===== src/sv/msp_pkg.sv =====
// Shared types and fixed constants of the motor speed PID controller.
`default_nettype none

package msp_pkg;

  // Fixed field widths.
  localparam int COUNT_W    = 32;
  localparam int ELAPSED_W  = 16;
  localparam int SPEED_W    = 24;
  localparam int CMD_W      = 9;
  localparam int LEVEL_W    = 8;
  localparam int CPR_W      = 16;
  localparam int LIMIT_W    = 23;
  localparam int GAIN_W     = 16;
  localparam int ERR_W      = 25;
  localparam int DERR_W     = 26;
  localparam int CFG_IDX_W  = 3;
  localparam int CFG_DATA_W = 23;

  // Fixed arithmetic constants.
  localparam int RPM_W      = 16;
  localparam logic [RPM_W-1:0] RPM_SCALE = 16'd60000;  // milliseconds per minute
  localparam int GAIN_FRAC  = 8;
  localparam int CAP_SHIFT  = 45;                      // integral clamp is 2^45

  // Configuration register indexes.
  localparam logic [CFG_IDX_W-1:0] REG_ENC_CPR        = 3'd0;
  localparam logic [CFG_IDX_W-1:0] REG_SPEED_LIMIT    = 3'd1;
  localparam logic [CFG_IDX_W-1:0] REG_GAIN_P         = 3'd2;
  localparam logic [CFG_IDX_W-1:0] REG_GAIN_I         = 3'd3;
  localparam logic [CFG_IDX_W-1:0] REG_GAIN_D         = 3'd4;

  // Sequencer states.
  typedef enum logic [11:0] {
    S_IDLE      = 12'b0000_0000_0001,
    S_MUL_DEN   = 12'b0000_0000_0010,
    S_MUL_MAG   = 12'b0000_0000_0100,
    S_DIV_START = 12'b0000_0000_1000,
    S_DIV_WAIT  = 12'b0000_0001_0000,
    S_ERR       = 12'b0000_0010_0000,
    S_SUM       = 12'b0000_0100_0000,
    S_MUL_P     = 12'b0000_1000_0000,
    S_MUL_I     = 12'b0001_0000_0000,
    S_MUL_D     = 12'b0010_0000_0000,
    S_ACC       = 12'b0100_0000_0000,
    S_OUT       = 12'b1000_0000_0000
  } state_t;

endpackage

`default_nettype wire


===== src/sv/msp_divider.sv =====
// Restoring unsigned divider that produces one quotient bit per cycle.
`default_nettype none

module msp_divider #(
  parameter int NUM_W = 56,
  parameter int DEN_W = 32
) (
  input  logic             clk,
  input  logic             rst,
  input  logic             start,
  input  logic [NUM_W-1:0] numer,
  input  logic [DEN_W-1:0] denom,
  output logic             done,
  output logic [NUM_W-1:0] quot
);

  localparam int CNT_W = $clog2(NUM_W);
  localparam logic [CNT_W-1:0] LAST_STEP = CNT_W'(NUM_W - 1);

  logic             running;
  logic [CNT_W-1:0] step;
  logic [DEN_W-1:0] rem;
  logic [DEN_W-1:0] den;

  logic [DEN_W:0]   trial;
  logic [DEN_W:0]   diff;
  logic             fits;
  logic [DEN_W-1:0] rem_next;

  // Bring in the next numerator bit and try to subtract the divisor.
  always_comb begin
    trial    = {rem, quot[NUM_W-1]};
    diff     = trial - {1'b0, den};
    fits     = (trial >= {1'b0, den});
    rem_next = fits ? diff[DEN_W-1:0] : trial[DEN_W-1:0];
  end

  // Control: run for one step per quotient bit, then pulse done.
  always_ff @(posedge clk) begin
    if (rst) begin
      running <= 1'b0;
      done    <= 1'b0;
      step    <= '0;
    end else begin
      done <= 1'b0;
      if (start) begin
        running <= 1'b1;
        step    <= '0;
      end else if (running) begin
        step <= step + 1'b1;
        if (step == LAST_STEP) begin
          running <= 1'b0;
          done    <= 1'b1;
        end
      end
    end
  end

  // Datapath: the quotient register shifts the numerator out as quotient bits enter.
  always_ff @(posedge clk) begin
    if (start) begin
      quot <= numer;
      rem  <= '0;
      den  <= denom;
    end else if (running) begin
      quot <= {quot[NUM_W-2:0], fits};
      rem  <= rem_next;
    end
  end

endmodule

`default_nettype wire


===== src/sv/motor_speed_pid_controller_core.sv =====
// Top level of the motor speed PID controller: sequencer, shared multiplier and state.
`default_nettype none

// Each accepted item is one control tick. The block takes the encoder count, the elapsed
// milliseconds and the target speed, measures the speed as
// delta_count * 60000 * 2^SPEED_FRAC_BITS / (elapsed_ms * counts per revolution) in signed
// Q.SPEED_FRAC_BITS rpm (saturated to 24 bits), clamps the target to the speed limit and runs
// a PID loop with unsigned Q8.8 gains. The command is truncated toward zero, saturated to
// +/-255 and split into a PWM level and two direction lines that hold when the command is
// zero. A tick with a nonzero elapsed time passes through the divider, which produces one
// quotient bit per cycle (48 + SPEED_FRAC_BITS bits); a tick with zero elapsed time skips
// the divider. All products go through one 17 x 40 bit multiplier, used once per cycle.
// in_ready is high only while the sequencer is idle; a finished result waits in the output
// register while the next item is accepted. Configuration is written with cfg_write,
// cfg_index and cfg_data.

module motor_speed_pid_controller_core #(
  parameter int SPEED_FRAC_BITS = 8,
  parameter int SUM_WIDTH       = 40
) (
  input  logic                                   clk,
  input  logic                                   rst,
  input  logic                                   cfg_write,
  input  logic        [msp_pkg::CFG_IDX_W-1:0]   cfg_index,
  input  logic        [msp_pkg::CFG_DATA_W-1:0]  cfg_data,
  input  logic                                   in_valid,
  output logic                                   in_ready,
  input  logic signed [msp_pkg::COUNT_W-1:0]     encoder_count,
  input  logic        [msp_pkg::ELAPSED_W-1:0]   elapsed_ms,
  input  logic signed [msp_pkg::SPEED_W-1:0]     target_speed_q8,
  output logic                                   out_valid,
  input  logic                                   out_ready,
  output logic signed [msp_pkg::SPEED_W-1:0]     measured_speed_q8,
  output logic signed [msp_pkg::CMD_W-1:0]       drive_command,
  output logic        [msp_pkg::LEVEL_W-1:0]     drive_level,
  output logic                                   drive_forward,
  output logic                                   drive_reverse
);

  import msp_pkg::*;

  // Derived widths.
  localparam int MAG_PROD_W = COUNT_W + RPM_W;
  localparam int NUM_W      = MAG_PROD_W + SPEED_FRAC_BITS;
  localparam int DEN_W      = ELAPSED_W + CPR_W;
  localparam int SC_W       = (SUM_WIDTH > CAP_SHIFT + 2) ? CAP_SHIFT + 2 : SUM_WIDTH;
  localparam int MB_W       = (SC_W > COUNT_W + 1) ? SC_W : COUNT_W + 1;
  localparam int PROD_W     = MB_W + GAIN_W + 1;
  localparam int ACC_W      = PROD_W + 2;
  localparam int SUMX_W     = SUM_WIDTH + 1;
  localparam int CMPW       = (SUM_WIDTH > CAP_SHIFT + 2) ? SUM_WIDTH : CAP_SHIFT + 2;
  localparam int CMD_SHIFT  = GAIN_FRAC + SPEED_FRAC_BITS;

  localparam logic signed [SUM_WIDTH-1:0] SUM_MAX = {1'b0, {(SUM_WIDTH-1){1'b1}}};
  localparam logic signed [SUM_WIDTH-1:0] SUM_MIN = {1'b1, {(SUM_WIDTH-1){1'b0}}};
  localparam logic signed [CMPW-1:0] SC_CAP =
    {{(CMPW-CAP_SHIFT-1){1'b0}}, 1'b1, {CAP_SHIFT{1'b0}}};
  localparam logic signed [CMPW-1:0] SC_CAP_NEG = -SC_CAP;
  localparam logic signed [SPEED_W-1:0] SPEED_MAX = {1'b0, {(SPEED_W-1){1'b1}}};
  localparam logic signed [SPEED_W-1:0] SPEED_MIN = {1'b1, {(SPEED_W-1){1'b0}}};

  // Configuration registers.
  logic [CPR_W-1:0]   enc_cpr;
  logic [LIMIT_W-1:0] speed_limit;
  logic [GAIN_W-1:0]  gain_p;
  logic [GAIN_W-1:0]  gain_i;
  logic [GAIN_W-1:0]  gain_d;

  // Control and loop state.
  state_t                       state;
  logic        [COUNT_W-1:0]    last_count;
  logic signed [SPEED_W-1:0]    speed_est;
  logic signed [SUM_WIDTH-1:0]  error_sum;
  logic signed [ERR_W-1:0]      last_error;
  logic        [1:0]            dir;

  // Working registers of one tick.
  logic        [COUNT_W-1:0]    count_mag;
  logic                         count_neg;
  logic        [ELAPSED_W-1:0]  elapsed;
  logic signed [SPEED_W-1:0]    target;
  logic        [DEN_W-1:0]      den;
  logic signed [PROD_W-1:0]     prod;
  logic signed [ACC_W-1:0]      acc;
  logic signed [ERR_W-1:0]      err;
  logic signed [DERR_W-1:0]     derr;
  logic signed [SC_W-1:0]       sc;

  // Output registers.
  logic signed [SPEED_W-1:0]    speed_out;
  logic signed [CMD_W-1:0]      cmd_out;
  logic        [LEVEL_W-1:0]    level_out;

  assign in_ready          = (state == S_IDLE);
  assign measured_speed_q8 = speed_out;
  assign drive_command     = cmd_out;
  assign drive_level       = level_out;
  assign drive_forward     = dir[0];
  assign drive_reverse     = dir[1];

  // Encoder difference since the previous tick, split into sign and magnitude.
  logic [COUNT_W-1:0] delta;
  logic [COUNT_W-1:0] delta_mag;
  always_comb begin
    delta     = encoder_count - last_count;
    delta_mag = delta[COUNT_W-1] ? (COUNT_W'(0) - delta) : delta;
  end

  // Shared multiplier: unsigned 16-bit operand times signed operand, registered.
  logic        [CPR_W-1:0]  cpr_eff;
  logic        [GAIN_W-1:0] mul_a;
  logic signed [MB_W-1:0]   mul_b;
  logic signed [PROD_W-1:0] prod_next;
  always_comb begin
    cpr_eff = (enc_cpr == '0) ? CPR_W'(1) : enc_cpr;
    mul_a   = '0;
    mul_b   = '0;
    unique case (state)
      S_MUL_DEN: begin
        mul_a = elapsed;
        mul_b = MB_W'(cpr_eff);
      end
      S_MUL_MAG: begin
        mul_a = RPM_SCALE;
        mul_b = MB_W'(count_mag);
      end
      S_MUL_P: begin
        mul_a = gain_p;
        mul_b = MB_W'(err);
      end
      S_MUL_I: begin
        mul_a = gain_i;
        mul_b = MB_W'(sc);
      end
      S_MUL_D: begin
        mul_a = gain_d;
        mul_b = MB_W'(derr);
      end
      default: begin
        mul_a = '0;
        mul_b = '0;
      end
    endcase
    prod_next = PROD_W'($signed({1'b0, mul_a})) * PROD_W'(mul_b);
  end

  // Speed divider.
  logic             div_start;
  logic             div_done;
  logic [NUM_W-1:0] div_numer;
  logic [NUM_W-1:0] quot;

  assign div_start = (state == S_DIV_START);
  assign div_numer = NUM_W'(prod[MAG_PROD_W-1:0]) << SPEED_FRAC_BITS;

  msp_divider #(
    .NUM_W (NUM_W),
    .DEN_W (DEN_W)
  ) u_divider (
    .clk   (clk),
    .rst   (rst),
    .start (div_start),
    .numer (div_numer),
    .denom (den),
    .done  (div_done),
    .quot  (quot)
  );

  // Signed, saturated speed from the quotient magnitude.
  logic                      q_high;
  logic [SPEED_W-1:0]        q_neg;
  logic signed [SPEED_W-1:0] speed_next;
  always_comb begin
    q_high = |quot[NUM_W-1:SPEED_W];
    q_neg  = SPEED_W'(0) - quot[SPEED_W-1:0];
    if (count_neg) begin
      if (q_high || (quot[SPEED_W-1] && (|quot[SPEED_W-2:0]))) begin
        speed_next = SPEED_MIN;
      end else begin
        speed_next = $signed(q_neg);
      end
    end else begin
      if (q_high || quot[SPEED_W-1]) begin
        speed_next = SPEED_MAX;
      end else begin
        speed_next = $signed(quot[SPEED_W-1:0]);
      end
    end
  end

  // Target clamp and error terms.
  logic signed [ERR_W-1:0]  lim;
  logic signed [ERR_W-1:0]  tgt;
  logic signed [ERR_W-1:0]  tgt_clamped;
  logic signed [ERR_W-1:0]  err_next;
  logic signed [DERR_W-1:0] derr_next;
  always_comb begin
    lim = $signed(ERR_W'(speed_limit));
    tgt = ERR_W'(target);
    priority if (tgt > lim) begin
      tgt_clamped = lim;
    end else if (tgt < -lim) begin
      tgt_clamped = -lim;
    end else begin
      tgt_clamped = tgt;
    end
    err_next  = tgt_clamped - ERR_W'(speed_est);
    derr_next = DERR_W'(err_next) - DERR_W'(last_error);
  end

  // Saturating integral update, cleared on a zero error.
  logic signed [SUMX_W-1:0]    sum_add;
  logic signed [SUM_WIDTH-1:0] error_sum_next;
  always_comb begin
    sum_add = SUMX_W'(error_sum) + SUMX_W'(err);
    priority if (err == '0) begin
      error_sum_next = '0;
    end else if (sum_add[SUMX_W-1] != sum_add[SUMX_W-2]) begin
      error_sum_next = sum_add[SUMX_W-1] ? SUM_MIN : SUM_MAX;
    end else begin
      error_sum_next = sum_add[SUM_WIDTH-1:0];
    end
  end

  // Integral term clamped to +/-2^45 ahead of the multiply.
  logic signed [CMPW-1:0] sum_wide;
  logic signed [SC_W-1:0] sc_next;
  always_comb begin
    sum_wide = CMPW'(error_sum);
    priority if (sum_wide > SC_CAP) begin
      sc_next = SC_W'(SC_CAP);
    end else if (sum_wide < SC_CAP_NEG) begin
      sc_next = SC_W'(SC_CAP_NEG);
    end else begin
      sc_next = SC_W'(error_sum);
    end
  end

  // Command: scale down, truncate toward zero and saturate to the PWM range.
  logic                      acc_neg;
  logic [ACC_W-1:0]          acc_mag;
  logic [ACC_W-1:0]          acc_shifted;
  logic [LEVEL_W-1:0]        level_next;
  logic signed [CMD_W-1:0]   cmd_next;
  always_comb begin
    acc_neg     = acc[ACC_W-1];
    acc_mag     = acc_neg ? (ACC_W'(0) - acc) : acc;
    acc_shifted = acc_mag >> CMD_SHIFT;
    level_next  = (|acc_shifted[ACC_W-1:LEVEL_W]) ? {LEVEL_W{1'b1}}
                                                   : acc_shifted[LEVEL_W-1:0];
    cmd_next    = acc_neg ? $signed(CMD_W'(0) - {1'b0, level_next})
                          : $signed({1'b0, level_next});
  end

  logic out_free;
  assign out_free = !out_valid || out_ready;

  // Sequencer, configuration and loop state.
  always_ff @(posedge clk) begin
    if (rst) begin
      state          <= S_IDLE;
      enc_cpr        <= CPR_W'(1);
      speed_limit    <= '0;
      gain_p         <= '0;
      gain_i         <= '0;
      gain_d         <= '0;
      last_count     <= '0;
      speed_est      <= '0;
      error_sum      <= '0;
      last_error     <= '0;
      dir            <= 2'b00;
      out_valid      <= 1'b0;
    end else begin
      if (cfg_write) begin
        unique case (cfg_index)
          REG_ENC_CPR:        enc_cpr        <= cfg_data[CPR_W-1:0];
          REG_SPEED_LIMIT:    speed_limit    <= cfg_data[LIMIT_W-1:0];
          REG_GAIN_P:         gain_p         <= cfg_data[GAIN_W-1:0];
          REG_GAIN_I:         gain_i         <= cfg_data[GAIN_W-1:0];
          REG_GAIN_D:         gain_d         <= cfg_data[GAIN_W-1:0];
          default: ;
        endcase
      end

      // A new result loads the output register; otherwise an accepted one leaves it.
      if (state == S_OUT && out_free) begin
        out_valid <= 1'b1;
      end else if (out_ready) begin
        out_valid <= 1'b0;
      end

      unique case (state)
        S_IDLE: begin
          if (in_valid) begin
            last_count <= encoder_count;
            state      <= (elapsed_ms != '0) ? S_MUL_DEN : S_ERR;
          end
        end
        S_MUL_DEN:   state <= S_MUL_MAG;
        S_MUL_MAG:   state <= S_DIV_START;
        S_DIV_START: state <= S_DIV_WAIT;
        S_DIV_WAIT: begin
          if (div_done) begin
            speed_est <= speed_next;
            state     <= S_ERR;
          end
        end
        S_ERR: begin
          last_error <= err_next;
          state      <= S_SUM;
        end
        S_SUM: begin
          error_sum <= error_sum_next;
          state     <= S_MUL_P;
        end
        S_MUL_P: state <= S_MUL_I;
        S_MUL_I: state <= S_MUL_D;
        S_MUL_D: state <= S_ACC;
        S_ACC:   state <= S_OUT;
        S_OUT: begin
          if (out_free) begin
            if (level_next != '0) begin
              dir <= acc_neg ? 2'b10 : 2'b01;
            end
            state <= S_IDLE;
          end
        end
        default: state <= S_IDLE;
      endcase
    end
  end

  // Working and output registers of the datapath.
  always_ff @(posedge clk) begin
    prod <= prod_next;
    if (state == S_IDLE && in_valid) begin
      count_mag <= delta_mag;
      count_neg <= delta[COUNT_W-1];
      elapsed   <= elapsed_ms;
      target    <= target_speed_q8;
    end
    if (state == S_MUL_MAG) begin
      den <= prod[DEN_W-1:0];
    end
    if (state == S_ERR) begin
      err  <= err_next;
      derr <= derr_next;
    end
    if (state == S_MUL_P) begin
      sc <= sc_next;
    end
    if (state == S_MUL_I) begin
      acc <= ACC_W'(prod);
    end
    if (state == S_MUL_D || state == S_ACC) begin
      acc <= acc + ACC_W'(prod);
    end
    if (state == S_OUT && out_free) begin
      speed_out <= speed_est;
      cmd_out   <= cmd_next;
      level_out <= level_next;
    end
  end

endmodule

`default_nettype wire


===== config.mk =====
export PLATFORM = sky130hd
export DESIGN_NAME = motor_speed_pid_controller_core
export DESIGN_NICKNAME = d
export VERILOG_FILES = /design/src/sv/msp_pkg.sv /design/src/sv/msp_divider.sv /design/src/sv/motor_speed_pid_controller_core.sv
export SDC_FILE = /design/constraint.sdc
export NUM_CORES = 2
export LEC_CHECK = 0
export BUFFER_PORTS_ARGS = -buffer_cell sky130_fd_sc_hd__buf_2
export CAP_MARGIN = 15
export CORE_UTILIZATION = 40
export DETAILED_ROUTE_END_ITERATION = 8
export PLACE_DENSITY = 0.57
export SYNTH_ARGS = -nofsm -noshare
export SYNTH_HDL_FRONTEND = slang
export SYNTH_HIERARCHICAL = 1
export SYNTH_SLANG_ARGS = --single-unit
export TNS_END_PERCENT = 5

===== constraint.sdc =====
create_clock -name clk -period 8.8 [get_ports clk]
set_clock_uncertainty 0.1 [all_clocks]
set_input_delay 1.32 -clock clk [delete_from_list [all_inputs] [get_ports clk]]
set_output_delay 1.32 -clock clk [all_outputs]
set_load 0.02 [all_outputs]

* Yosys cells after proc, flatten, opt, wreduce, memory -nomap -nowiden
Cells that the tools add are included.
** Cells by class
- Add/subtract/negate cells :: 12
- Multipliers :: 1
- Order comparisons :: 5
- Equal/unequal tests :: 21
- Multiplexer cells :: 32
- Bitwise logic cells :: 1
- Reductions and logical operators :: 31
** Operators with widths (count)
- $pmux 40 s5 :: 1
- $mux 59 :: 3
- $pmux 12 s12 :: 1
- $mux 40 :: 3
- $mux 56 :: 2
- $pmux 16 s5 :: 1
- $mux 24 :: 3
- $sub 32x32->32 :: 2
- $add 59x57->59 :: 1
- $sub 1x59->59 const A :: 1
- $mul 17x40->57 :: 1
- $mux 25 :: 2
- $gt 40x47->1 const B :: 1
- $lt 40x46->1 const B :: 1
- $add 40x25->41 :: 1
- $mux 12 :: 3
- $reduce_or 35->1 :: 1
- $ge 33x32->1 :: 1
- $mux 32 :: 1
- $reduce_or 32->1 :: 1
- $sub 1x32->32 const A :: 1
- $mux 31 :: 1
- $sub 25x25->26 :: 1
- $logic_not 25->1 :: 1
- other kinds (45) :: 68
** Word-level totals
- Register bits after elaboration :: 704
- Bits of input ports :: 103
- Output and inout bits :: 45
- Logic and storage cells :: 137

* Longest topological paths before layout
- Depth after elaboration :: 6
- Depth in mapped cells :: 43
- Mapped depth without buffers :: 42

* Modules after synthesis
The synthesis kept the hierarchy.
** By module, submodules not included
- motor_speed_pid_controller_core :: instances 1, cells an instance 6321, area each 55134.1 um^2, sequential area each 14463.9 um^2
- msp_divider :: instances 1, cells an instance 672, area each 7054.3 um^2, sequential area each 3443.3 um^2

* Least setup slack after synthesis
OpenSTA, ideal clock, no wires.
- Path type :: flip-flop to flip-flop
- From :: register state[0]
- To :: register prod[56]
- Library setup time :: 0.120 ns
- Arrival :: 9.581 ns
- Data required time :: 8.580 ns
- Path slack :: -1.001 ns
- Cell stages (with the launch flop) :: 34
- Path buffers :: 3
- Clock period less this slack :: 9.801 ns
- Cell sequence :: dfxtp_1 nor2_1 nand2_1 nor2_1 nand2_1 nor3b_1 clkbuf_1 buf_1 a22oi_1 nand3_1 clkbuf_1 nand2_1 fa_1 inv_1 fa_1 fa_1 fa_1 fa_1 inv_1 fa_1 inv_1 ha_1 a211oi_1 o21bai_1 a211o_1 a221oi_1 a21boi_0 a211oi_1 o21ai_0 o22ai_1 o21a_1 o211ai_1 a21oi_1 xnor2_1
** Between the ends
- Word-level cells in the longest chain between the ends :: 3
- Elaborated cells between the ends (all ways) :: 8
- Classes of those cells :: mul (1); eq/ne (5); mux (2)
** Ends and longest elaborated chain
- from (decl) :: line motor_speed_pid_controller_core.sv:70 : state_t state;
- from (signal assigned) :: line motor_speed_pid_controller_core.sv:296 : state <= (elapsed_ms != '0) ? S_MUL_DEN : S_ERR;
- $eq 12x10->1 (tied with other cells) :: line motor_speed_pid_controller_core.sv:118 : unique case (state)
- $pmux 16 s5 or $pmux 40 s5 (tied branches) :: line motor_speed_pid_controller_core.sv:118
- $mul 17x40->57 * :: line motor_speed_pid_controller_core.sv:144 : prod_next = PROD_W'($signed({1'b0, mul_a})) * PROD_W'(mul_b);
- net prod_next[56] :: line motor_speed_pid_controller_core.sv:113 : logic signed [PROD_W-1:0] prod_next;
- to (signal assigned) :: line motor_speed_pid_controller_core.sv:335 : prod <= prod_next;
- to (decl) :: line motor_speed_pid_controller_core.sv:83 : logic signed [PROD_W-1:0] prod;
Mark *: on every way through the listed nets, which the timed path passes. The rest lies on a longest branch.
A chain may end at the register's enable or synchronous reset.

* Worst setup path in the final report
- From :: register speed_limit[0]
- To :: register derr[21] (data pin)
** Between the ends
- Word-level cells in the longest chain between the ends :: 6
- Elaborated cells between the ends (all ways) :: 7
- Classes of those cells :: add/sub (3); order compare (2); mux (2)
** Ends and longest elaborated chain
- from (decl) :: line motor_speed_pid_controller_core.sv:64 : logic [LIMIT_W-1:0] speed_limit;
- from (signal assigned) :: line motor_speed_pid_controller_core.sv:277 : REG_SPEED_LIMIT: speed_limit <= cfg_data[LIMIT_W-1:0];
- $neg 23->25 :: line motor_speed_pid_controller_core.sv:202, motor_speed_pid_controller_core.sv:203
- $lt 24x25->1 :: line motor_speed_pid_controller_core.sv:202 : end else if (tgt < -lim) begin
- $mux 25 :: line motor_speed_pid_controller_core.sv:202
- $mux 25 * :: line motor_speed_pid_controller_core.sv:200 : priority if (tgt > lim) begin
- $sub 25x24->25 * :: line motor_speed_pid_controller_core.sv:207 : err_next = tgt_clamped - ERR_W'(speed_est);
- net err_next[18] :: line motor_speed_pid_controller_core.sv:195 : logic signed [ERR_W-1:0] err_next;
- $sub 25x25->26 * :: line motor_speed_pid_controller_core.sv:208 : derr_next = DERR_W'(err_next) - DERR_W'(last_error);
- net derr_next[21] :: line motor_speed_pid_controller_core.sv:196 : logic signed [DERR_W-1:0] derr_next;
- to (signal assigned) :: line motor_speed_pid_controller_core.sv:347 : derr <= derr_next;
- to (decl) :: line motor_speed_pid_controller_core.sv:86 : logic signed [DERR_W-1:0] derr;
Marks and branches as above.

==> metrics <==
run status finished, violations left; violations in the final reports design-rule violations; WL per Instance 19.4 microns; number of instances in the synthesized netlist 6,993; number of DRC violations after detailed-routing iteration 0 3,698; buffering stage count on the worst path with inverters included 3; Hold Startpoint den[0]; placeable core area 154,000 sq um; worst hold path cell count 0; area growth from synthesis to layout 14.7%; via count of the routed design 50,400; GRT Total Usage 23.2%; pin count of the biggest net entering global routing 122; area fraction of the dominant cell type after synthesis 19.5%; number of global-route vias before repair 50,100; class of the most critical setup path flip-flop to flip-flop; cell family contributing the most delay on the critical path simple AND/OR/NAND/NOR gates; share of synthesized registers carrying an async set or reset 0%; kind of launch point of the worst setup path flip-flop; sort of element at the end of the critical path flip-flop; Antenna Diode Count 0; Placement Rows 144; headroom to the max-slew limit 18.1%; Min-Delay Endpoint u_divider/den[0]; clock latency at the later pin of the worst-skew pair 720 ps; Port Buffer Count 147; CTS H-Tree Depth 3; portion of the post-synthesis area used by sequential elements 28.8%; number of buffers created by CTS 80; biggest cell delay along the critical path 440 ps; required time reported for the critical path endpoint 9170 ps; total of endpoints with negative setup slack in the final report 0; first-pass GRT wire length 286 mm; Die Footprint 157,000 sq um; Worst Path Arrival 9140 ps; crit-path max FO 6; final net count 8,451; capture instance of the worst register-to-register path derr[21]; proportion of layout cells with a drive suffix above 1 12.2%; Initial Utilization 40.3%; Mean Syn Cell Area 8.89 sq um; initial antenna violation count 4; upper clock frequency limit 114 MHz; worst supply voltage drop on vdd 183 uV; root buffer selected by CTS sky130_fd_sc_hd__clkbuf_16; post-detailed-placement half-perimeter wirelength 146 mm; area of the mapped netlist 62,200 sq um; final setup slack of the worst path 32.0 ps; worst flop-to-flop path startpoint speed_limit[0]; shortest period the worst path allows 8770 ps; final wirelength 183 mm; final weighted congestion in routability-driven placement 0.945; count of max-cap constraint violations 0; dominant synthesized flop cell sky130_fd_sc_hd__edfxtp_1; antenna-violating nets left 0; CTS clock-pin slew for the worst setup and hold paths 60 ps; worst-margin pin slew 1230 ps; power density cells 155 nW/um^2; LEAKAGE 30.6 nW; cell repeated most along the worst path sky130_fd_sc_hd__or3_4; total of warnings raised by yosys 6; clock tree buffer depth 3; overall die width 396 microns; setup repair after global routing missed its margin true; biggest area contributors in the synthesized netlist sky130_fd_sc_hd__fa_1 (20%), sky130_fd_sc_hd__edfxtp_1 (18%), sky130_fd_sc_hd__dfxtp_1 (10%), sky130_fd_sc_hd__ha_1 (7.9%), sky130_fd_sc_hd__nand2_1 (6.3%); Filler Cells Inserted 14,900; register bit count reported by yosys 703; pre-CTS worst setup slack -266 ps; post-route clock period utilization 99.6%; number of enable-type register cells in the synthesized netlist 383; residual DRC count 10; Via-to-Cell Ratio 5.33; number of sinks handled by clock tree synthesis 703; hold bufs inserted after CTS 0; Slowest-stage cell, CP sky130_fd_sc_hd__or4_4; fraction of the core area covered by cells at the end of the flow 46.2%; Hold Violations, Final 0; worst reg-to-reg path cell count 37; Die Ht 396 microns; count of final max-slew check failures 0; number of detailed-route iterations in the first pass 9; total global routing overflow 0; I/O pin total 148; ranking of synthesized cells by instance count sky130_fd_sc_hd__nand2_1 (1,051), sky130_fd_sc_hd__inv_1 (933), sky130_fd_sc_hd__fa_1 (607), sky130_fd_sc_hd__nor2_1 (544), sky130_fd_sc_hd__a21oi_1 (491); most frequent cell after synthesis sky130_fd_sc_hd__nand2_1; clock tree from TritonCTS done; reg-to-reg slack, setup 30 ps; leading area contributor after synthesis sky130_fd_sc_hd__fa_1; unique cell type count in the Yosys netlist 98; class of the tightest hold or removal check flip-flop to flip-flop
-- state kept, by name, summed over array words and instances, names as in the netlist, 40 cells and up --
name / count
acc: 59
prod: 57
u_divider/quot: 56
error_sum: 40
sc: 40
-- layout make-up --
class | count | area, sq um | share of cell area [%]
timing repair buffer | 567 | 4290 | 6.02
multi-input combinational | 5060 | 40100 | 56.2
tap | 2044 | 2560 | 3.59
clock inverter | 47 | 688 | 0.965
sequential | 703 | 17900 | 25.1
clock buffer | 103 | 2280 | 3.19
inverter | 934 | 3510 | 4.92
-- worst max-delay path by stage --
stage	startpoint	end	slack, ps	cells after the start
6_report	speed_limit[0]	derr[21]	30	37
5_1_grt	speed_limit[1]	derr[24]	-310	42
4_1_cts	speed_limit[0]	derr[25]	4	41
3_5_place_dp	speed_limit[0]	derr[25]	-270	40
3_3_place_gp	speed_limit[0]	derr[25]	-280	42
2_1_floorplan	speed_limit[0]	derr[25]	-50	41
-- metal layers --
metal  track usage [%]  routed length (microns)  vias to the layer above
met5                 0                       10                        -
met4              5.87                     4320                        2
met3              3.06                    10500                      194
met2              37.8                    84600                     1349
met1              32.3                    83800                    24800
li1                  -                        -                    24100
-- cells by family (layout without fill, tap and decap cells) --
group                      count (synthesis)  after routing  share of synthesized area, %
AOI/OAI and AO/OA                       1430           1430                          14.4
xor gates and xnor gates                 306            306                          4.31
adders and majority gates               1002           1002                          27.5
buffers and inverters                   1237           1651                          7.54
DFF                                      703            703                          28.8
muxes                                     82             82                          1.44
other                                      1              8                       0.00603
and+or+nand+nor                         2232           2232                          16.0
-- report_power, final --
part	leakage [nW]	switching [W]	internal (W)
clock	1.43	0.00150	0.00224
combinational	22.9	0.00187	0.00164
sequential	6.19	0.0000806	0.00368
-- repair_timing --
| item | in CTS | in global routing |
|---|---|---|
| gates resized for setup | 22 | 70 |
| setup endpoints to repair | 7 | 26 |
| cloned | 1 | 1 |
| buffers inserted | 7 | 10 |
| pin swaps | 10 | 46 |
-- cells in the final DEF (no fill, tap or decap), types with 42 or more instances in the layout --
master / netlist / final
sky130_fd_sc_hd__ha_1: 395 / 391
sky130_fd_sc_hd__a22oi_1: 68 / 68
sky130_fd_sc_hd__buf_4: 4 / 388
sky130_fd_sc_hd__fa_1: 607 / 606
sky130_fd_sc_hd__o21ai_0: 315 / 301
sky130_fd_sc_hd__dfxtp_1: 320 / 319
sky130_fd_sc_hd__nor2_1: 544 / 537
sky130_fd_sc_hd__and3_1: 55 / 55
sky130_fd_sc_hd__nand2_1: 1051 / 1050
sky130_fd_sc_hd__nand4_1: 73 / 73
sky130_fd_sc_hd__inv_1: 933 / 931
sky130_fd_sc_hd__nor3_1: 94 / 89
sky130_fd_sc_hd__a21oi_1: 491 / 472
sky130_fd_sc_hd__clkbuf_16: 0 / 87
sky130_fd_sc_hd__a211oi_1: 52 / 49
sky130_fd_sc_hd__o21a_1: 43 / 42
sky130_fd_sc_hd__xor2_1: 92 / 90
sky130_fd_sc_hd__a21o_1: 148 / 148
sky130_fd_sc_hd__buf_2: 11 / 146
sky130_fd_sc_hd__mux2_2: 61 / 61
sky130_fd_sc_hd__xnor2_1: 214 / 212
sky130_fd_sc_hd__o21bai_1: 44 / 43
sky130_fd_sc_hd__nor4_1: 71 / 71
sky130_fd_sc_hd__edfxtp_1: 383 / 383
sky130_fd_sc_hd__nand3_1: 77 / 77
sky130_fd_sc_hd__nand2b_1: 45 / 44
-- per-stage QoR --
| stage | hold slack [ps] | cell area [sq um] | TNS [ps] | instances | total power, W |
|---|---|---|---|---|---|
| 2_1_floorplan | 300 | 62200 | -48.1 | 7000 | 0.00578 |
| 3_3_place_gp | 301 | 67800 | -788 | 9288 | 0.00706 |
| 3_5_place_dp | 305 | 67800 | -877 | 9289 | 0.00708 |
| 4_1_cts | 318 | 70900 | 0 | 9447 | 0.0109 |
| 5_1_grt | 323 | 71300 | -1780 | 9458 | 0.0116 |
| 6_report | 317 | 71300 | 0 | 9458 | 0.0110 |
No activity file was read; power rests on OpenSTA's default activity.
